File: config.mk
export PLATFORM = sky130hd
export DESIGN_NAME = u2d_serializer
export DESIGN_NICKNAME = d
export VERILOG_FILES = /design/src/u2d_pkg.sv /design/src/u2d_serializer.sv
export SDC_FILE = /design/constraint.sdc
export NUM_CORES = 1
export LEC_CHECK = 0
export BUFFER_PORTS_ARGS = -buffer_cell sky130_fd_sc_hd__buf_2
export CAP_MARGIN = 30
export CORE_UTILIZATION = 40
export DETAILED_ROUTE_END_ITERATION = 16
export PLACE_DENSITY = 0.77
export REMOVE_ABC_BUFFERS = 1
export SYNTH_ARGS = -nofsm -noshare
export SYNTH_HDL_FRONTEND = slang
export SYNTH_SLANG_ARGS = --single-unit
File: constraint.sdc
create_clock -name clk -period 3.3 [get_ports clk]
set_input_delay 0.165 -clock clk [delete_from_list [all_inputs] [get_ports clk]]
set_output_delay 0.165 -clock clk [all_outputs]
set_load 0.05 [all_outputs]
File: src/u2d_pkg.sv
// shared types, constants and a helper function for the binary to decimal digit unit
package u2d_pkg;

    localparam int unsigned VALUE_W    = 64;
    localparam int unsigned DIGIT_W    = 4;
    localparam int unsigned NUM_DIGITS = 20;
    localparam int unsigned IDX_W      = 5;
    localparam int unsigned RADIX      = 10;
    localparam int unsigned WIDE_W     = VALUE_W + DIGIT_W;

    localparam logic [IDX_W-1:0] LAST_IDX = IDX_W'(NUM_DIGITS - 1);

    // powers of ten, index is the exponent
    localparam logic [VALUE_W-1:0] POW10 [0:NUM_DIGITS-1] = '{
        64'd1,
        64'd10,
        64'd100,
        64'd1000,
        64'd10000,
        64'd100000,
        64'd1000000,
        64'd10000000,
        64'd100000000,
        64'd1000000000,
        64'd10000000000,
        64'd100000000000,
        64'd1000000000000,
        64'd10000000000000,
        64'd100000000000000,
        64'd1000000000000000,
        64'd10000000000000000,
        64'd100000000000000000,
        64'd1000000000000000000,
        64'd10000000000000000000
    };

    typedef struct packed {
        logic [VALUE_W-1:0] value;
    } in_item_t;

    typedef struct packed {
        logic [DIGIT_W-1:0] digit;
        logic               last;
    } out_item_t;

    // state carried down the digit pipeline
    typedef struct packed {
        logic [VALUE_W-1:0]                   rest;
        logic [NUM_DIGITS-1:0][DIGIT_W-1:0]   digits;
        logic [IDX_W-1:0]                     first;
        logic                                 started;
    } stage_t;

    // d times the place weight of digit position pos (pos 0 is most significant)
    function automatic logic [WIDE_W-1:0] place_multiple(int unsigned pos, int unsigned d);
        logic [WIDE_W-1:0] weight;
        weight = {{DIGIT_W{1'b0}}, POW10[NUM_DIGITS-1-pos]};
        return WIDE_W'(d) * weight;
    endfunction

endpackage

File: src/u2d_serializer.sv
// holds one converted value and streams its digits out, one per cycle while the receiver is ready
module u2d_serializer (
    input  logic               clk,
    input  logic               rst_n,
    input  u2d_pkg::stage_t    up_data,
    input  logic               up_valid,
    output logic               up_ready,
    output u2d_pkg::out_item_t out_data,
    output logic               out_valid,
    input  logic               out_ready
);
    import u2d_pkg::*;

    logic [NUM_DIGITS-1:0][DIGIT_W-1:0] digits_reg;
    logic [IDX_W-1:0]                   idx_reg;
    logic                               busy_reg;
    out_item_t                          out_reg;
    logic                               out_valid_reg;

    logic out_load;
    logic emit;
    logic final_emit;
    logic take;

    assign out_load   = !out_valid_reg || out_ready;
    assign emit       = busy_reg && out_load;
    assign final_emit = emit && (idx_reg == LAST_IDX);
    assign up_ready   = !busy_reg || final_emit;
    assign take       = up_valid && up_ready;

    assign out_data  = out_reg;
    assign out_valid = out_valid_reg;

    always_ff @(posedge clk or negedge rst_n)
    begin
        if (!rst_n)
        begin
            busy_reg      <= 1'b0;
            out_valid_reg <= 1'b0;
        end
        else
        begin
            if (take)
            begin
                busy_reg <= 1'b1;
            end
            else if (final_emit)
            begin
                busy_reg <= 1'b0;
            end
            if (out_load)
            begin
                out_valid_reg <= busy_reg;
            end
        end
    end

    always_ff @(posedge clk)
    begin
        if (take)
        begin
            digits_reg <= up_data.digits;
            idx_reg    <= up_data.first;
        end
        else if (emit)
        begin
            idx_reg <= idx_reg + 1'b1;
        end
        if (emit)
        begin
            out_reg.digit <= digits_reg[idx_reg];
            out_reg.last  <= (idx_reg == LAST_IDX);
        end
    end

endmodule
==> flow_summary.json, run 1 <==
{
  "outcome": "finished clean",
  "start_util_pct": 42.0,
  "period_minus_slack_ns": 2.16,
  "drtPass1Iterations": 4,
  "postCtsSetupBuffers": 0,
  "ios": 161,
  "cp.depth": 5,
  "synth-main-ff-cell": "edfxtp_1",
  "cts_buffers": 9,
  "grt-ovfl-total": 0,
  "diodes": 0,
  "relSlewSlack_pct": 67.4,
  "yosysMostFrequentCell": "edfxtp_1",
  "p_per_area_nw_per_um2": 509,
  "die_h_um": 98.6,
  "worst_slew_pin_slew_ns": 0.477,
  "fin_setup_tns_ns": 0,
  "fin_skew_ns": 0.0139,
  "fmax_mhz": 463,
  "crit_path_end": "digits_reg[2]$_DFFE_PP_",
  "hold_class": "in -> reg",
  "synth_cell_types": 31,
  "drc": 0,
  "start_kind": "flop",
  "io_buffers": 95,
  "synth_area_leaders": "edfxtp_1 72%, mux4_2 7.2%, mux2_4 2.4%",
  "final_util_pct": 60.0,
  "synth-edff-count": 90,
  "worstPathArrival_ns": 2.17,
  "finalWorstSetupSlack_ns": 1.14,
  "synth_commonest_cells": "90 x edfxtp_1, 12 x mux4_2, 8 x nor2b_1, 8 x nor3_1",
  "crit_type": "reg -> reg",
  "postSynthAreaPerCell_um2": 20.4,
  "grt_pass1_vias": 2392,
  "r2r_start": "idx_reg[2]$_DFFE_PP_",
  "synth_top_area_share_pct": 72.5,
  "grt.total_usage_pct": 17.5,
  "ir_drop_mv": 0.202,
  "finalMaxSlewViolations": 0,
  "drt-total-wl_mm": 7.96,
  "synthArstFlopShare_pct": 2.17,
  "cts_max_level": 3,
  "route.vias.total": 2329,
  "netlist_area_um2": 3730,
  "row_count": 34,
  "startpoint": "idx_reg[2]$_DFFE_PP_",
  "gp_routability_congestion": 0.690,
  "ys_seq_area_share_pct": 73.8,
  "crit_path_top_delay_cell": "edfxtp_1",
  "fin_cells": 480,
  "vias_per_cell": 4.85,
  "clk_pin_slew_worst_paths_ns": 0.09,
  "r2r_slack_ns": 1.14,
  "reg2reg_depth": 5,
  "yosysTopAreaCell": "edfxtp_1",
  "wl_per_cell_um": 16.6,
  "endpoint_kind": "flop",
  "rsz0062_at_grt": "no",
  "maxCapViolations": 0,
  "dp.cells": 383,
  "core_um2": 8890,
  "grt_pass1_wl_mm": 12.3,
  "dp_hpwl_mm": 4.54,
  "final_area_um2": 5340,
  "reg2reg_to": "digits_reg[2]$_DFFE_PP_",
  "hold_viol_final": 0,
  "placed_area_um2": 4280,
  "p_leak_nw": 2.04,
  "largest_reg_flops": 80,
  "ys_warn_count": 0,
  "clock-sinks": 92,
  "cts_tree": "yes",
  "cts_root_buf": "clkbuf_8",
  "slowest_delay_ns": 0.56,
  "cp_num_buf_inv": 2,
  "worstPathRequired_ns": 3.31,
  "grt_max_degree": 81,
  "fill_cells": 653,
  "clk_path_buf_depth": 2,
  "worstSkewPairLatency_ns": 0.36,
  "synth_seq_cells": 92,
  "dpl_worst_slack_ns": 1.15,
  "cp_max_fo": 80,
  "drt_iter0_drc": 89,
  "crit_chain": "nor3b_2 -> a31o_4 -> nand2_4 -> inv_2 -> buf_12",
  "post-route-period-util_pct": 65.5,
  "antenna_found_initial": 0,
  "num-nets-final": 522,
  "syn_inst": 183,
  "path_delay_family": "flip-flops",
  "ant_nets": 0,
  "syn_to_final_growth_pct": 43.1,
  "drive_gt1_share_pct": 39.2,
  "final-setup-viol-count": 0,
  "die_w_um": 98.6,
  "die_area_um2": 9720
}
[routing by layer]
layer	GRT usage, %	routed length, µm	up-vias
li1	-	-	1117
met1	20.8	3290	1111
met2	30.4	4130	92
met3	4.40	438	9
met4	7.00	106	0
met5	0	0	-
[worst min-delay path by stage]
stage | from | endpoint | cells past startpoint
floorplan | rst_n | busy_reg$_DFFE_PN0P_ | 0
global placement | rst_n | out_valid$_DFFE_PN0P_ | 1
detailed placement | rst_n | busy_reg$_DFFE_PN0P_ | 1
CTS | up_valid | busy_reg$_DFFE_PN0P_ | 2
global route | up_valid | busy_reg$_DFFE_PN0P_ | 2
finish | up_valid | busy_reg$_DFFE_PN0P_ | 2
[layout by cell type, fill, tap and decap left out, types with 2 or more instances in the layout]
cell and instances:
o22ai_1 3, xnor2_1 2, mux4_2 12, a211oi_1 4
dlygate4sd3_1 81, mux2i_1 5, mux2_4 6, and2_1 2
dfrtp_1 2, nand2b_1 2, edfxtp_1 90, inv_6 3
buf_2 95, bufinv_16 3, nor3_1 8, inv_1 2
nand2_1 2, clkbuf_8 9, nor2b_1 8, nand3_1 2
buf_4 4, a2111oi_0 4, a221o_1 4, mux2_2 6
[logic make-up after synthesis]
logic type / after synthesis / synth area share [%]
and+or+nand+nor: 29 / 4.86
adders and majority gates: 1 / 0.335
AOI/OAI and AO/OA: 18 / 4.33
DFF: 92 / 73.8
muxes: 29 / 12.8
buffers and inverters: 11 / 3.15
xor gates and xnor gates: 3 / 0.705
[stage by stage]
step / total power [mW] / hold slack [ns]
2_1_floorplan: 1.62 / -0.131
3_3_place_gp: 1.75 / -0.0507
3_5_place_dp: 1.76 / -0.0473
4_1_cts: 2.74 / 0.0489
5_1_grt: 2.82 / 0.0614
6_report: 2.72 / 0.0702
[report_power, final]
part           total [mW]  internal, mW  switching (mW)
clock network       0.913         0.512           0.401
logic               0.443         0.232           0.211
registers            1.36          1.34          0.0275
[worst register-to-register path: stages, from the launching register on]
cell,delay (ns)
edfxtp_1,0.56
nor3b_2,0.45
a31o_4,0.25
nand2_4,0.09
inv_2,0.08
buf_12,0.33
[timing repair]
item,CTS,global route
endpoints found under the hold margin,82,0
gates resized for setup,0,0
hold buffers,81,0
[layout make-up]
cell class	instances	area, µm²	share of cell area, %
clock buffers	10	128	2.39
well taps	108	135	2.53
clock inverters	6	116	2.18
flip-flops and latches	92	2750	51.6
inverters	3	11.3	0.211
multi-input cells	80	860	16.1
repair buffers	181	1340	25.0
Note: power is estimated with default switching activity, not from simulation.
==> inputs of run 2 (changes only) <==
==> constraint.sdc (replaced) <==
create_clock -name clk -period 1.8 [get_ports clk]
set_input_delay 0.09 -clock clk [delete_from_list [all_inputs] [get_ports clk]]
set_output_delay 0.09 -clock clk [all_outputs]
set_load 0.05 [all_outputs]
==> flow_summary.json, run 2 (synthesized netlist as in run 1, its figures left out) <==
{
  "outcome": "finished, violations left",
  "failed_checks": "negative setup slack",
  "switching_share_pct": 26.0,
  "cts_tree": "yes",
  "fin_cells": 517,
  "io_buffers": 95,
  "path_delay_family": "multiplexers",
  "start_kind": "flop",
  "combPwrFrac_pct": 22.3,
  "sequentialPowerShare_pct": 51.5,
  "maxCapViolations": 0,
  "fin_skew_ns": 0.00954,
  "die_area_um2": 9720,
  "drt_iter0_drc": 97,
  "finalMaxSlewViolations": 0,
  "drive_gt1_share_pct": 46.5,
  "clk_path_buf_depth": 2,
  "wl_per_cell_um": 17.9,
  "clock-sinks": 92,
  "drt-total-wl_mm": 9.25,
  "dp_hpwl_mm": 4.97,
  "largest_reg_flops": 80,
  "ant_nets": 0,
  "final_area_um2": 5890,
  "power_frac_clock_pct": 26.2,
  "rsz0062_at_grt": "yes",
  "cts_root_buf": "clkbuf_8",
  "grt_pass1_vias": 2735,
  "worstPathRequired_ns": 1.90,
  "p_leak_nw": 2.25,
  "grt-ovfl-total": 0,
  "worst_slew_pin_slew_ns": 0.382,
  "whs_path_depth": 2,
  "grt_pass1_wl_mm": 14.0,
  "cp_max_fo": 5,
  "grt.total_usage_pct": 19.6,
  "fmax_mhz": 499,
  "grt_max_degree": 25,
  "cp.depth": 6,
  "cts_buffers": 9,
  "crit_chain": "buf_6 -> buf_12 -> mux4_2 -> mux2i_2 -> nor3_1 -> a221o_1",
  "dp.cells": 400,
  "fill_cells": 603,
  "crit_path_top_delay_cell": "mux4_2",
  "hold_viol_final": 0,
  "hold_class": "in -> reg",
  "route.vias.total": 2553,
  "final-setup-viol-count": 89,
  "p_int_mw": 3.57,
  "drtPass1Iterations": 4,
  "finalWorstSetupSlack_ns": -0.205,
  "endpoint_kind": "flop",
  "clk_pin_slew_worst_paths_ns": 0.09,
  "most-common-layout-cells": "94 x buf_2, 90 x edfxtp_1, 81 x dlygate4sd3_1, 21 x buf_4, 12 x mux4_2",
  "vias_per_cell": 4.94,
  "die_h_um": 98.6,
  "syn_to_final_growth_pct": 57.9,
  "num-nets-final": 559,
  "antenna_found_initial": 0,
  "ios": 161,
  "ir_drop_mv": 0.451,
  "cp_num_buf_inv": 2,
  "post-route-period-util_pct": 111,
  "start_util_pct": 42.0,
  "layout_commonest_cell": "buf_2",
  "slowest_delay_ns": 0.51,
  "cts_max_level": 3,
  "row_count": 34,
  "core_um2": 8890,
  "worstPathArrival_ns": 2.11,
  "diodes": 0,
  "placed_area_um2": 4450,
  "dpl_worst_slack_ns": -0.203,
  "die_w_um": 98.6,
  "crit_type": "reg -> reg",
  "worstSkewPairLatency_ns": 0.36,
  "period_minus_slack_ns": 2.01,
  "power_switching_mw": 1.25,
  "gp_routability_congestion": 0.757,
  "relSlewSlack_pct": 73.9,
  "reg2reg_depth": 6,
  "drc": 0,
  "p_per_area_nw_per_um2": 819
}
## run 2: cell count changes in the layout (fill, tap and decap cells not counted), sizes merged
cell	before	now
buf	100	133
bufinv	3	0
clkbuf	10	14
clkinv	0	3
clkinvlp	0	1
inv	6	5
## run 2: worst reg2reg max path, delay by kind of cell (launching register included)
family / cells / cell delay, ns
flip-flops: 1 / 0.40
buffers and inverters: 2 / 0.28
AO/OA/AOI/OAI: 1 / 0.27
multiplexers: 2 / 0.73
AND/OR/NAND/NOR: 1 / 0.07
## run 2: layout make-up
cell class | count | area, µm² | area share (%)
multi-input combinational | 80 | 927 | 15.7
clock inverter | 6 | 48.8 | 0.829
clock buffer | 10 | 128 | 2.17
inverter | 3 | 23.8 | 0.404
sequential | 92 | 2750 | 46.7
tap | 108 | 135 | 2.29
timing repair buffer | 218 | 1870 | 31.8
## run 2: metal layers
metal  wire (µm)  GRT usage, %
met1        3870          23.3
met2        4830          35.7
met3         397          3.55
met5           0             0
met4         143          6.66
## run 2: timing repair
item,in CTS,in global routing
resized for setup,17,16
hold buffers,81,0
pin swaps,1,3
endpoints found under the hold margin,82,0
gates cloned,3,4
setup buffers,4,10
endpoints found under the setup margin,89,77
## run 2: per-stage QoR
| stage | hold WS, ns | util [%] | setup TNS, ns | total power [mW] |
|---|---|---|---|---|
| 2_1_floorplan | -0.206 | - | -180.47 | 2.97 |
| 3_3_place_gp | -0.125 | 50.0 | -3.06 | 3.28 |
| 3_5_place_dp | -0.123 | 50.0 | -3.84 | 3.30 |
| 4_1_cts | 0.0247 | 63.1 | -1.76 | 4.75 |
| 5_1_grt | 0.0349 | 66.2 | -8.08 | 5.00 |
| 6_report | 0.0353 | 66.2 | -2.92 | 4.82 |
## run 2: worst paths after layout
| check | startpoint | end | slack [ns] |
|---|---|---|---|
| max in group asynchronous | rst_n | busy_reg$_DFFE_PN0P_ | 1.65 |
| worst max-delay path | idx_reg[0]$_DFFE_PP_ | out_data[3]$_DFFE_PP_ | -0.21 |
| worst max register to register | idx_reg[0]$_DFFE_PP_ | out_data[3]$_DFFE_PP_ | -0.21 |
| worst min-delay path | up_valid | busy_reg$_DFFE_PN0P_ | 0.04 |
| worst min register to register | busy_reg$_DFFE_PN0P_ | out_valid$_DFFE_PN0P_ | 0.53 |
| min in group asynchronous | rst_n | out_valid$_DFFE_PN0P_ | 0.05 |
## run 2: power groups by stage
| stage | clock [mW] | combinational, mW | sequential (mW) |
|---|---|---|---|
| global route | 1.36 | 1.15 | 2.49 |
| CTS | 1.29 | 0.983 | 2.48 |
| global placement | 0 | 0.751 | 2.53 |
| finish | 1.26 | 1.08 | 2.48 |
| detailed placement | 0 | 0.765 | 2.53 |
| floorplan | 0 | 0.309 | 2.66 |
==> inputs of run 3 (changes only) <==
--- a/config.mk
+++ b/config.mk
@@ -7,9 +7,9 @@
 export LEC_CHECK = 0
 export BUFFER_PORTS_ARGS = -buffer_cell sky130_fd_sc_hd__buf_2
 export CAP_MARGIN = 30
-export CORE_UTILIZATION = 40
+export CORE_UTILIZATION = 43
 export DETAILED_ROUTE_END_ITERATION = 16
-export PLACE_DENSITY = 0.77
+export PLACE_DENSITY = 0.81
 export REMOVE_ABC_BUFFERS = 1
 export SYNTH_ARGS = -nofsm -noshare
 export SYNTH_HDL_FRONTEND = slang
==> flow_summary.json, run 3 (synthesized netlist as in run 1, its figures left out) <==
{
  "ios": 161,
  "grt_max_degree": 21,
  "start_kind": "flop",
  "route.vias.total": 2485,
  "ir_drop_mv": 0.481,
  "cts_tree": "yes",
  "period_minus_slack_ns": 1.97,
  "worstPathArrival_ns": 2.06,
  "clock-sinks": 92,
  "wl_per_cell_um": 18.6,
  "gp_routability_congestion": 0.701,
  "ant_nets": 0,
  "worstSkewPairLatency_ns": 0.35,
  "worst_slew_pin_slew_ns": 0.436,
  "crit_type": "reg -> reg",
  "die_w_um": 95.1,
  "antenna_found_initial": 0,
  "drt_iter0_drc": 108,
  "fin_skew_ns": 0.00587,
  "dp_hpwl_mm": 5.00,
  "dp.cells": 396,
  "fmax_mhz": 508,
  "cts_max_level": 3,
  "failed_checks": "negative setup slack",
  "die_area_um2": 9050,
  "drtPass1Iterations": 4,
  "grt-ovfl-total": 0,
  "placed_area_um2": 4450,
  "vias_per_cell": 4.90,
  "p_per_area_nw_per_um2": 825,
  "maxCapViolations": 0,
  "final-setup-viol-count": 90,
  "worstPathRequired_ns": 1.90,
  "drc": 0,
  "hold_viol_final": 0,
  "drive_gt1_share_pct": 45.5,
  "finalMaxSlewViolations": 0,
  "syn_to_final_growth_pct": 56.2,
  "cts_buffers": 9,
  "final_area_um2": 5830,
  "layout_commonest_cell": "buf_2",
  "die_h_um": 95.1,
  "largest_reg_flops": 80,
  "num-nets-final": 552,
  "diodes": 0,
  "drt-total-wl_mm": 9.42,
  "hold_class": "in -> async",
  "fin_cells": 507,
  "p_leak_nw": 2.23,
  "endpoint_kind": "flop",
  "cp_max_fo": 13,
  "finalWorstSetupSlack_ns": -0.168,
  "grt_pass1_wl_mm": 13.7,
  "clk_pin_slew_worst_paths_ns": 0.09,
  "relSlewSlack_pct": 70.2,
  "grt_pass1_vias": 2727,
  "outcome": "finished, violations left",
  "row_count": 33,
  "grt.total_usage_pct": 21.5,
  "post-route-period-util_pct": 109,
  "clk_path_buf_depth": 2,
  "core_um2": 8300,
  "io_buffers": 95,
  "cts_root_buf": "clkbuf_8",
  "most-common-layout-cells": "94 x buf_2, 90 x edfxtp_1, 81 x dlygate4sd3_1, 17 x buf_4, 12 x mux4_2",
  "start_util_pct": 44.9,
  "rsz0062_at_grt": "yes"
}
## run 3: critical path, cell delays in order, from the launching register on
cell and delay, ns:
edfxtp_1 0.36, buf_6 0.15, buf_4 0.22, mux2_2 0.37, o22ai_1 0.15, nor3_1 0.07
a221o_1 0.39
## run 3: power by group
part	internal, mW	switching (mW)	leakage, nW
logic	0.602	0.479	1.31
clock network	0.507	0.731	0.0837
registers	2.45	0.0369	0.838
## run 3: what timing repair did
item	4_1_cts	5_1_grt
pin swaps	4	2
gates cloned	4	5
gates resized for setup	24	6
setup buffers	3	2
hold endpoints to repair	82	0
hold buffers	81	0
setup endpoints to repair	89	89
## run 3: through the flow
step	worst slack [ns]	total power, mW	utilization, %	setup TNS (ns)	hold WS, ns
global route	-0.258	4.98	70.2	-7.50	0.0389
finish	-0.168	4.81	70.2	-5.83	0.0477
floorplan	-2.17	2.97	-	-180.47	-0.206
CTS	-0.135	4.76	68.3	-0.874	0.0340
global placement	-0.284	3.30	53.6	-10.22	-0.126
detailed placement	-0.243	3.32	53.6	-9.25	-0.119
## run 3: routing by layer
layer / track usage, % / part of all wire (%)
met1: 25.3 / 40
met2: 38.5 / 52
met3: 4.47 / 5.3
met4: 7.95 / 2.0
met5: 0 / 0
## run 3: path summary, 6_finish.rpt
kind	startpoint	end	slack, ns	cells past startpoint
hold reg to reg	busy_reg$_DFFE_PN0P_	out_valid$_DFFE_PN0P_	0.52	2
setup / recovery	idx_reg[0]$_DFFE_PP_	out_data[1]$_DFFE_PP_	-0.17	6
max in group asynchronous	rst_n	busy_reg$_DFFE_PN0P_	1.66	2
setup reg to reg	idx_reg[0]$_DFFE_PP_	out_data[1]$_DFFE_PP_	-0.17	6
hold / removal	rst_n	out_valid$_DFFE_PN0P_	0.05	2
min in group clk	up_data[2]	idx_reg[1]$_DFFE_PP_	0.05	2
## run 3: layout make-up
| cell class | count | area [µm²] |
|---|---|---|
| clock buffers | 9 | 124 |
| clock inverters | 7 | 50.0 |
| fillers | 535 | 2470 |
| inverters | 3 | 27.5 |
| multi-input cells | 80 | 920 |
| flip-flops and latches | 92 | 2750 |
| well taps | 105 | 131 |
| repair buffers | 211 | 1820 |
