===== src/u2d_pkg.sv =====
// shared types, constants and a helper function for the binary to decimal digit unit
package u2d_pkg;

    localparam int unsigned VALUE_W    = 64;
    localparam int unsigned DIGIT_W    = 4;
    localparam int unsigned NUM_DIGITS = 20;
    localparam int unsigned IDX_W      = 5;
    localparam int unsigned RADIX      = 10;
    localparam int unsigned WIDE_W     = VALUE_W + DIGIT_W;

    localparam logic [IDX_W-1:0] LAST_IDX = IDX_W'(NUM_DIGITS - 1);

    // powers of ten, index is the exponent
    localparam logic [VALUE_W-1:0] POW10 [0:NUM_DIGITS-1] = '{
        64'd1,
        64'd10,
        64'd100,
        64'd1000,
        64'd10000,
        64'd100000,
        64'd1000000,
        64'd10000000,
        64'd100000000,
        64'd1000000000,
        64'd10000000000,
        64'd100000000000,
        64'd1000000000000,
        64'd10000000000000,
        64'd100000000000000,
        64'd1000000000000000,
        64'd10000000000000000,
        64'd100000000000000000,
        64'd1000000000000000000,
        64'd10000000000000000000
    };

    typedef struct packed {
        logic [VALUE_W-1:0] value;
    } in_item_t;

    typedef struct packed {
        logic [DIGIT_W-1:0] digit;
        logic               last;
    } out_item_t;

    // state carried down the digit pipeline
    typedef struct packed {
        logic [VALUE_W-1:0]                   rest;
        logic [NUM_DIGITS-1:0][DIGIT_W-1:0]   digits;
        logic [IDX_W-1:0]                     first;
        logic                                 started;
    } stage_t;

    // d times the place weight of digit position pos (pos 0 is most significant)
    function automatic logic [WIDE_W-1:0] place_multiple(int unsigned pos, int unsigned d);
        logic [WIDE_W-1:0] weight;
        weight = {{DIGIT_W{1'b0}}, POW10[NUM_DIGITS-1-pos]};
        return WIDE_W'(d) * weight;
    endfunction

endpackage


===== src/u2d_digit_stage.sv =====
// one pipeline stage that settles a single decimal digit
module u2d_digit_stage #(
    parameter int unsigned POS = 0
) (
    input  logic            clk,
    input  logic            rst_n,
    input  u2d_pkg::stage_t up_data,
    input  logic            up_valid,
    output logic            up_ready,
    output u2d_pkg::stage_t dn_data,
    output logic            dn_valid,
    input  logic            dn_ready
);
    import u2d_pkg::*;

    stage_t             stage_reg;
    stage_t             stage_next;
    logic               valid_reg;
    logic [DIGIT_W-1:0] digit;
    logic [WIDE_W-1:0]  sub;

    // largest multiple of the place weight that fits in the remainder
    always_comb
    begin
        digit = '0;
        sub   = '0;
        for (int unsigned d = 1; d < RADIX; d++)
        begin
            if ({{DIGIT_W{1'b0}}, up_data.rest} >= place_multiple(POS, d))
            begin
                digit = DIGIT_W'(d);
                sub   = place_multiple(POS, d);
            end
        end
        stage_next             = up_data;
        stage_next.rest        = up_data.rest - sub[VALUE_W-1:0];
        stage_next.digits[POS] = digit;
        if (!up_data.started && digit != '0)
        begin
            stage_next.started = 1'b1;
            stage_next.first   = IDX_W'(POS);
        end
    end

    assign up_ready = !valid_reg || dn_ready;
    assign dn_data  = stage_reg;
    assign dn_valid = valid_reg;

    always_ff @(posedge clk or negedge rst_n)
    begin
        if (!rst_n)
        begin
            valid_reg <= 1'b0;
        end
        else if (up_ready)
        begin
            valid_reg <= up_valid;
        end
    end

    always_ff @(posedge clk)
    begin
        if (up_ready && up_valid)
        begin
            stage_reg <= stage_next;
        end
    end

endmodule


===== config.mk =====
export PLATFORM = sky130hd
export DESIGN_NAME = u2d_digit_stage
export DESIGN_NICKNAME = d
export VERILOG_FILES = /design/src/u2d_pkg.sv /design/src/u2d_digit_stage.sv
export SDC_FILE = /design/constraint.sdc
export NUM_CORES = 1
export LEC_CHECK = 0
export ABC_CLOCK_PERIOD_IN_PS = 8420
export BUFFER_PORTS_ARGS = -buffer_cell sky130_fd_sc_hd__buf_2
export CAP_MARGIN = 5
export CELL_PAD_IN_SITES_DETAIL_PLACEMENT = 0
export CELL_PAD_IN_SITES_GLOBAL_PLACEMENT = 1
export CORE_UTILIZATION = 37
export CTS_CLUSTER_DIAMETER = 150
export DETAILED_ROUTE_END_ITERATION = 12
export MAX_ROUTING_LAYER = met4
export PLACE_DENSITY = 0.82
export SYNTH_ARGS = -nofsm -noshare
export SYNTH_HDL_FRONTEND = slang
export SYNTH_SLANG_ARGS = --single-unit

===== constraint.sdc =====
create_clock -name clk -period 8.42 [get_ports clk]
set_clock_uncertainty 0.2 [all_clocks]
set_input_delay 0.421 -clock clk [delete_from_list [all_inputs] [get_ports clk]]
set_output_delay 0.421 -clock clk [all_outputs]
set_load 0.03 [all_outputs]

==> run metrics, run 1 <==
run status finished clean; Startpoint Class input port; metal3 WL roughly 1300 um; placed inst area between 8000 and 9000 sq um; hold worst-path end dn_data[5]; top_reg_cell synth edfxtp_1; EDFF count, synth 147; top post-synthesis cells by area edfxtp_1 66%, ha_1 3.5%, xnor2_1 3.1%, xor2_1 1.7%, nand2_1 1.6%; mean area per synthesized cell roughly 14 sq um; overall power just over 2 mW; I/O pins between 300 and 400; Initial Utilization 38.38%; GR Util All Layers about 22%; H-Tree Depth 4; Residual DRC 0; worst setup margin 3572 ps; Pwr per Cell Area roughly 200 nW/um^2; worst rel slew slack about a quarter; reg2reg setup slack 5560 ps; sequential-to-total area share from yosys stat between 60 and 70%; row count 48; final count of hold timing violations 0; part of the power in registers 44.0%; WL final 20840 um; Logic pwr share between 10% and 20%; Hold Path Depth 2; largest net degree at the start of global routing 86; die area ~19000 sq um; Async S/R FF share, synth less than 1%; switch share between 30% and 40%; Mapped Cells about 470; Worst R2R Start dn_valid; crit path max fanout 20; Final Instance Area approximately 10000 sq um; fin crit period roughly 4800 ps; setup TNS 0 ps; crit path DAT a little under 5000 ps; hold_sp up_data[5]; dpl cells a little under 1000; worst setup path category in2reg; CTS tree built; Die Y ~140 um; Yosys top cell by area edfxtp_1; leakage power 4.089 nW; first-pass GRT wire length approximately 30000 um; Critical Path Sink Type flip-flop; Initial DRT Pass Iterations 4; WL met1 between 8000 and 9000 um; via count roughly 5500; Chip Width approximately 140 um; Synthesis Warnings 0; nets about 1000; Peak VDD IR between 0.0001 and 0.00015 V; internal power between 1 and 1.5 mW; dpl ws 3214 ps; sw power around 610 uW; RSZ-0062 raised after global routing no; CTS buffer count 17; Final period util 57.57%; initial antenna violation count 2; Root Driver clkbuf_16; Fmax about 0.21 GHz; clock buffer depth 2; Critical Path RT 8380 ps; routed len/inst 18.71 um; Netlist cell types 67; clock sink count 148; Slew @ Worst Pin between 1000 and 1500 ps; reg-to-reg endpoint dn_data[98]; Antenna Nets Post-Route 0; fin cells roughly 1100; Synth top area share about two thirds; Clock Power Share a little over a third; Max-Cap Viols 0; CTS-repair resized insts 0; vias in the first global route 5449; DR WL met2 roughly 11000 um; Min-Delay Path Class in2reg; GP Congestion between 0.8 and 0.9; Layout area overhead 48.05%; cell area after synthesis ~6700 sq um; count of final setup violators 0; Clock Latency Late Sink roughly 430 ps; GR Overflow Total 0; Max Transition Viols Final 0; layout cells sized above 1 between 40 and 50%; initial DRC count 388; Reg clk slew, reported paths roughly 60 ps; Post-DP HPWL approximately 15000 um; Register-to-Register Path Depth 3; DR vias/cell roughly 4.9; Max Used Layer met4; core area roughly 18000 sq um; I/O Buffers slightly below 300; register bit total from synthesis roughly 150
[how the worst max path moves through the flow]
stage / endpoint / from / depth (start not counted) / slack (ps)
floorplan: dn_data[0] / dn_valid / 2 / 3450
global placement: dn_data[137] / up_data[130] / 15 / 3260
detailed placement: dn_data[137] / up_data[130] / 15 / 3210
CTS: dn_data[137] / up_data[130] / 15 / 3630
global route: dn_data[137] / up_data[116] / 16 / 3310
finish: dn_data[137] / up_data[116] / 16 / 3570
[area by class of cell]
cell class / count / area [sq um]
antenna: 3 / 7.507
inverter: 11 / 41.29
clock inverter: 14 / 142.6
multi-input combinational: 299 / 2155
tap: 225 / 281.5
clock buffer: 18 / 429.2
fill: 1467 / 7571
timing repair buffer: 396 / 2470
sequential: 148 / 4439
[critical path, stage by stage]
cell and delay, ps:
buf_2 160, nor3_1 240, a21boi_0 130, o41ai_1 560, a311o_1 290, and3_1 840
inv_1 140, ha_1 260, ha_1 210, nand2b_1 170, a21o_1 210, a211oi_1 430
nor4_2 130, o21ai_1 330, a211oi_2 130, xor2_1 160
[sequential cells by signal, indices dropped and copies added (netlist names)]
| signal | count |
|---|---|
| dn_valid | 1 |
| dn_data | 147 |
[routing by layer]
metal | vias up | track usage, %
met1 | 2624 | 24.96
met5 | - | -
met2 | 224 | 39.71
met4 | 0 | 7.570
li1 | 2638 | -
met3 | 25 | 5.074
[cell families after synthesis]
| kind of cell | count (synthesis) | share of synthesized area (%) |
|---|---|---|
| AOI/OAI and AO/OA | 109 | 12.47 |
| xor gates and xnor gates | 37 | 4.814 |
| adders and majority gates | 19 | 3.532 |
| buffers and inverters | 29 | 2.193 |
| DFF | 148 | 65.95 |
| other | 1 | 0.05571 |
| and+or+nand+nor | 131 | 10.99 |
[repair_timing]
action                                 in CTS  in global routing
endpoints found under the hold margin      97                  0
hold buffers                               97                  0
setup buffers                               0                  0
[power by group through the flow]
stage          sequential [mW]  combinational [mW]  clock (mW)
3_3_place_gp             0.903               0.356           0
5_1_grt                  0.893               0.428       0.774
3_5_place_dp             0.904               0.359           0
2_1_floorplan             1.01               0.139           0
6_report                 0.889               0.399       0.733
4_1_cts                  0.888               0.399       0.743
[placed cells by master, fill, tap and decap left out, types with 4 or more instances in the layout]
| master | count |
|---|---|
| xor2_1 | 13 |
| a21oi_1 | 20 |
| o211ai_1 | 5 |
| nor3_1 | 15 |
| nand2b_1 | 8 |
| a21o_1 | 13 |
| buf_2 | 298 |
| inv_1 | 11 |
| xnor2_1 | 24 |
| or3_1 | 10 |
| nand3_1 | 4 |
| a211oi_1 | 5 |
| ha_1 | 19 |
| edfxtp_1 | 147 |
| o21ai_0 | 20 |
| nand2_1 | 28 |
| nor4_1 | 4 |
| nor2_1 | 22 |
| o21ai_2 | 5 |
| clkbuf_16 | 17 |
| nor2b_1 | 8 |
| dlygate4sd3_1 | 97 |
| nand4_1 | 6 |
| and3_1 | 4 |
| clkinv_4 | 4 |
[cells in the mapped netlist, drive strengths merged, types with 4 or more instances]
cell and number:
and3 4, a21oi 21, a21o 13, or3 10, a211oi 7, xnor2 24, nor4 6, nor3 16
edfxtp 147, nand4 6, nor2b 8, buf 10, clkbuf 8, nand3 4, inv 11, o211ai 5
a31oi 4, nand2b 8, o21ai 27, nand2 28, nor2 25, ha 19, xor2 13
[metrics by stage]
stage | hold slack, ps | util, %
after floorplan | -74.59 | -
after global placement | -3.059 | 47.99
after detailed placement | -3.637 | 47.99
after CTS | 70.76 | 56.79
after global routing | 93.53 | 56.81
final | 83.95 | 56.83
No activity file was read; power rests on OpenSTA's default activity.
==> run 2: changes to the inputs <==
- ABC_AREA: not set -> 1
- ABC_CLOCK_PERIOD_IN_PS: 8420 -> 4100
- CORE_UTILIZATION: 37 -> 32
- PLACE_DENSITY: 0.82 -> 0.77
- clock period: 8.42 -> 4.1 ns (I/O delays scaled with it)
==> run metrics, run 2 <==
leakage power 5.309 nW (+30%); Fmax 0.2674 GHz; layout cells sized above 1 27.66% (-13 points); I/O Buffers 298 (unchanged); Synth top area share 57.15% (-8.4 points); Final period util roughly nine tenths; Root Driver clkbuf_16; Min-Delay Path Class in2reg; nets 1465 (+40%); Async S/R FF share, synth 0.6757% (unchanged); routed len/inst 16.30 um (-13%); switch share 31.97% (+1.9 points); Startpoint Class input port; mux contribution to synthesized area 0% (unchanged); CTS buffer count 17 (unchanged); Slew @ Worst Pin 1010 ps (-131.3 ps); clock sink count 148 (unchanged); worst setup margin 360.8 ps (-3211 ps); largest net degree at the start of global routing 84 (-2.3%); Clock Latency Late Sink 420 ps (about the same); initial DRC count 358 (-7.7%); top post-synthesis cells by area edfxtp_1 57%, nand2_1 12%, inv_1 6.2%, nor2_1 5.7%, nand3_1 3.5%; most frequent cell after synthesis nand2_1; Pwr per Cell Area 378.4 nW/um^2 (+87%); hold worst-path end dn_data[128]; run status finished clean; mean area per synthesized cell 9.002 sq um (-37%); Synth Area in Adders 3.078% (-0.45 points); Synthesis Warnings 0 (unchanged); Logic pwr share 21.2% (+1.5 points); DR vias/cell 4.521 (-8.6%); hold_sp up_data[128]; Netlist cell types 33 (-51%); crit path max fanout 17 (-15%); Reg clk slew, reported paths 70 ps (about the same); Hold Path Depth 2 (unchanged); Register-to-Register Path Depth 2 (-1); sequential-to-total area share from yosys stat 57.48% (-8.5 points); Antenna Nets Post-Route 0 (unchanged); Max Transition Viols Final 0 (unchanged); top_reg_cell synth edfxtp_1; row count 56 (+17%); CTS tree built; die area 24760 sq um (+32%); combinational family with the most area after synthesis simple AND/OR/NAND/NOR gates; core area 23540 sq um (+34%); Yosys top cell by area edfxtp_1; register bit total from synthesis 148 (unchanged); Compound-Gate Fraction of Synth Area 3.839% (-8.6 points); XOR/XNOR share of the synthesized area 3.062% (-1.8 points); Post-synth top cells 254 x nand2_1, 147 x edfxtp_1, 127 x inv_1; Clock Power Share 36.5% (+0.2 points); Critical Path Sink Type flip-flop; vias in the first global route 7168 (+32%); Post-CTS Setup Bufs 0 (unchanged); internal power 2.934 mW (+110%); first-pass GRT wire length 38690 um (+29%); via count 7355 (+33%); reg2reg setup slack 2100 ps (-3460 ps); worst setup path category in2reg; Mapped Cells 858 (+81%); count of final setup violators 0 (unchanged); most common cell after layout, fill and taps aside buf_2; RSZ-0062 raised after global routing no; Largest register FFs 147 (unchanged); Peak VDD IR 0.0001943 V (+34%); Max-Cap Viols 0 (unchanged); EDFF count, synth 147 (unchanged); Worst R2R Start dn_valid; Die Y 157.4 um (+15%); Initial DRT Pass Iterations 5 (+1); Initial Utilization 32.81% (-5.6 points); Chip Width 157.4 um (+15%); part of the power in registers 42.2% (-1.8 points); crit path DAT 3720 ps (-1090 ps); initial antenna violation count 3 (+1); Residual DRC 0 (unchanged); GR Util All Layers 22.00% (-0.48 points); setup TNS 0 ps (unchanged); worst rel slew slack 32.67% (+8.8 points); reg-to-reg endpoint dn_data[104]; commonest cells after routing, fill and taps aside 298 x buf_2, 254 x nand2_1, 147 x edfxtp_1; Critical Path RT 4080 ps (-4300 ps); sw power 1.379 mW (+130%); GP Congestion 0.9298 (+8.1%); fin crit period about 3700 ps; Layout area overhead 47.53%; Post-DP HPWL 20260 um (+37%); GR Overflow Total 0 (unchanged); Layout fillers 2256 (+54%); cell area after synthesis 7724 sq um (+15%); I/O pins 306 (unchanged); WL final 26510 um (+27%); clock buffer depth 2 (unchanged); Synth Area in Simple Gates 25.42% (+14 points); H-Tree Depth 4 (unchanged); final count of hold timing violations 0 (unchanged); dpl ws 472.5 ps (-2741 ps)
## run 2: changes by cell type after synthesis, sizes merged, moves of 12 or more
cell | previous run | this run
nor2 | 25 | 125
a21o | 13 | 1
xnor2 | 24 | 3
nand3 | 4 | 57
nand2 | 28 | 257
inv | 11 | 131
a21oi | 21 | 33
## run 2: logic make-up (layout without fill, tap and decap cells)
family,after synthesis,in the layout
AND/OR/NAND/NOR,468,468
AO/OA/AOI/OAI,57,57
XOR/XNOR,27,27
other,1,6
flip-flops,148,148
adder cells (fa/ha/maj),19,19
buffers and inverters,138,583
## run 2: power groups by stage
stage          sequential [mW]  combinational [mW]  clock, mW
2_1_floorplan             2.06               0.327          0
3_3_place_gp              1.85               0.816          0
3_5_place_dp              1.85               0.817          0
4_1_cts                   1.82               0.914       1.62
5_1_grt                   1.83                1.00       1.67
6_report                  1.82               0.915       1.58
## run 2: per-stage QoR
stage / hold WS, ps / util, % / cells / total power, mW / instance area [sq um]
2_1_floorplan: -290.6 / - / 860 / 2.388 / 7742
3_3_place_gp: -219.9 / 40.86 / 1476 / 2.667 / 9620
3_5_place_dp: -214.5 / 40.86 / 1476 / 2.669 / 9620
4_1_cts: 7.913 / 48.36 / 1624 / 4.352 / 11380
5_1_grt: 29.03 / 48.40 / 1627 / 4.502 / 11390
6_report: 22.74 / 48.40 / 1627 / 4.312 / 11390
## run 2: layer usage
| layer | track usage [%] | share of wire, % | vias to the layer above |
|---|---|---|---|
| li1 | - | - | 3659 |
| met1 | 23.99 | 41 | 3399 |
| met2 | 39.61 | 52 | 260 |
| met3 | 3.855 | 5.3 | 37 |
| met4 | 8.553 | 2.5 | 0 |
| met5 | - | 0 | - |
## run 2: cell type report
type | instances | area [sq um] | area share [%]
flip-flops and latches | 148 | 4439 | 38.96
multi-input cells | 574 | 2759 | 24.21
repair buffers | 419 | 2690 | 23.61
inverters | 132 | 496.7 | 4.359
clock buffers | 17 | 425.4 | 3.733
well taps | 319 | 399.1 | 3.503
clock inverters | 15 | 177.7 | 1.559
diodes | 3 | 7.507 | 0.06588
## run 2: worst max path at each step
stage,from,to,slack (ps)
2_1_floorplan,dn_valid,dn_data[0],470
3_3_place_gp,up_data[116],dn_data[139],480
3_5_place_dp,up_data[116],dn_data[138],470
4_1_cts,up_data[115],dn_data[139],360
5_1_grt,up_data[115],dn_data[138],40
6_report,up_data[122],dn_data[147],360
## run 2: what timing repair did
action	4_1_cts	5_1_grt
resized for setup	0	1
hold endpoints to repair	114	0
hold buffers	116	0
setup endpoints to repair	0	1
## run 2: critical path, stage by stage
cell	delay, ps
dlygate4sd3_1	520
buf_2	150
nor2_1	180
nand2_1	150
nor2_1	140
nand2_1	100
nor2_1	110
nand2_1	100
nand3_2	150
inv_1	80
buf_4	210
ha_1	470
nand2_2	140
nor3_1	330
nand2_1	160
nor2_1	180
nand3_1	140
nand4_1	130
nand2_1	50
==> run 3: changes to the inputs <==
- REMOVE_ABC_BUFFERS: not set -> 1
==> run metrics, run 3 (same netlist as run 2, synthesis figures left out) <==
run status finished clean; dpl ws 436.3 ps (-36.23 ps); crit path DAT 3680 ps (-40 ps); GP Congestion 0.8950 (-3.7%); Worst path slowest cell dlygate4sd3_1; first-pass GRT wire length 39100 um (+1.1%); via count 7261 (-1.3%); largest net degree at the start of global routing 80 (-4.8%); clock sink count 148 (unchanged); WL final 26700 um (+0.72%); overall power 4.319 mW (+0.16%); final count of hold timing violations 0 (unchanged); commonest cells after routing, fill and taps aside 298 x buf_2, 254 x nand2_1, 147 x edfxtp_1; GR Overflow Total 0 (unchanged); nets 1464 (-0.068%); CP Cell Sequence dlygate4sd3_1 -> buf_2 -> nor2_1 -> nand2_1 -> nor2_1 -> nand2_1 -> nor2_1 -> nand2_1 -> nand3_2 -> inv_1 -> buf_4 -> ha_1 -> inv_1 -> nor2_2 -> nand2_1 -> nor3_2 -> nand2_1 -> nor2_1 -> nor2_1 -> nand3_1 -> nand2_1; Root Driver clkbuf_16; fin crit period 3693 ps (-46.65 ps); worst setup margin 407.4 ps (+46.65 ps); Hold Path Depth 3 (+1); Layout fillers 2273 (+0.75%); crit path max fanout 17 (unchanged); RSZ-0062 raised after global routing no; Initial DRT Pass Iterations 5 (unchanged); Antenna Nets Post-Route 0 (unchanged); die area 24760 sq um (unchanged); layout cells sized above 1 27.84% (+0.17 points); worst setup path category in2reg; I/O pins 306 (unchanged); cell mode on critical path nand2_1; core area 23540 sq um (unchanged); I/O Buffers 298 (unchanged); count of final setup violators 0 (unchanged); Min-Delay Path Class in2reg; Pwr per Cell Area 378.5 nW/um^2 (about the same); register area 4439 sq um (unchanged); Multi-input gate area 2771 sq um (+0.45%); Slew @ Worst Pin 1035 ps (+24.90 ps); Die Y 157.4 um (unchanged); Critical Path Sink Type flip-flop; CTS tree built; worst rel slew slack 31.01% (-1.7 points); Layout area overhead 47.74%; Max-Cap Viols 0 (unchanged); Chip Width 157.4 um (unchanged); clock buffer depth 2 (unchanged); Residual DRC 0 (unchanged); initial antenna violation count 4 (+1); Final period util 90.06% (-1.1 points); row count 56 (unchanged); Critical Path RT 4090 ps (about the same); initial DRC count 345 (-3.6%); CTS buffer count 17 (unchanged); leakage power 5.303 nW (-0.10%); H-Tree Depth 4 (unchanged); Register-to-Register Path Depth 2 (unchanged); vias in the first global route 7227 (+0.82%); GR Util All Layers 22.28% (+0.28 points); Post-DP HPWL 20620 um (+1.8%); Startpoint Class input port; Clock Latency Late Sink 420 ps (about the same); DR vias/cell 4.460 (-1.3%); Fmax 0.2708 GHz (+1.3%); Peak VDD IR 0.0002598 V (+34%); Initial Utilization 32.81% (unchanged); dpl cells 1475 (-0.068%); most common cell after layout, fill and taps aside buf_2; slowest stage delay, CP 530 ps (about the same); Max Transition Viols Final 0 (unchanged); fin cells 1628 (+0.061%); Reg clk slew, reported paths 80 ps (about the same); routed len/inst 16.40 um (+0.66%); Post-CTS Setup Bufs 0 (unchanged); Largest register FFs 147 (unchanged)
[run 3: cell types whose count changed in the layout (fill, tap and decap cells not counted)]
| cell | change |
|---|---|
| clkinvlp_4 | +1 |
| nor3_1 | -2 |
| buf_4 | -1 |
| diode_2 | +2 |
| nor3_2 | +2 |
| nor2_2 | +1 |
| clkinv_8 | +1 |
| nor2_1 | -1 |
| inv_6 | -1 |
| clkinv_4 | -1 |
[run 3: routing by layer]
layer / part of all wire, % / track usage, % / wire length [um]
met1: 40 / 23.94 / 10680
met4: 3.3 / 9.940 / 871
met3: 4.9 / 4.102 / 1309
met2: 52 / 39.80 / 13840
met5: 0 / - / 0
[run 3: path summary, 6_finish.rpt]
| kind | startpoint | to | slack [ps] |
|---|---|---|---|
| worst max register to register | dn_valid | dn_data[134] | 2060 |
| worst min register to register | dn_valid | dn_data[38] | 930 |
| worst max-delay path | up_data[122] | dn_data[140] | 410 |
| max in group asynchronous | rst_n | dn_valid | 3120 |
| min in group asynchronous | rst_n | dn_valid | 470 |
| worst min-delay path | up_data[123] | dn_data[123] | 30 |
[run 3: area by class of cell]
type / count / share of cell area, %
well taps: 319 / 3.498
clock buffers: 17 / 3.728
diodes: 5 / 0.1096
flip-flops and latches: 148 / 38.90
repair buffers: 418 / 23.51
inverters: 132 / 4.353
clock inverters: 15 / 1.612
multi-input cells: 574 / 24.29
[run 3: stage by stage]
stage               setup TNS, ps  instance area (sq um)  hold slack, ps  utilization [%]
floorplan                 -653250                   7681          -290.6                -
global placement                0                   9613          -220.0            40.83
detailed placement              0                   9613          -219.2            40.83
CTS                             0                  11380           5.366            48.35
global route                    0                  11410           27.64            48.46
finish                          0                  11410           25.18            48.47
[run 3: report_power, final]
group,internal [mW],switching [mW]
Sequential,1.80,0.0243
Clock,0.826,0.757
Combinational,0.312,0.604
Total,2.93,1.38
[run 3: critical path, delay by kind of cell]
kind / cells / cell delay [ps]
buffers and inverters: 5 / 1060
adder cells (fa/ha/maj): 1 / 420
AND/OR/NAND/NOR: 15 / 2000
[run 3: timing repair]
item                                    CTS  global route
hold endpoints to repair                114             0
endpoints found under the setup margin    0             6
hold buffers                            116             0
gates resized for setup                   0             4
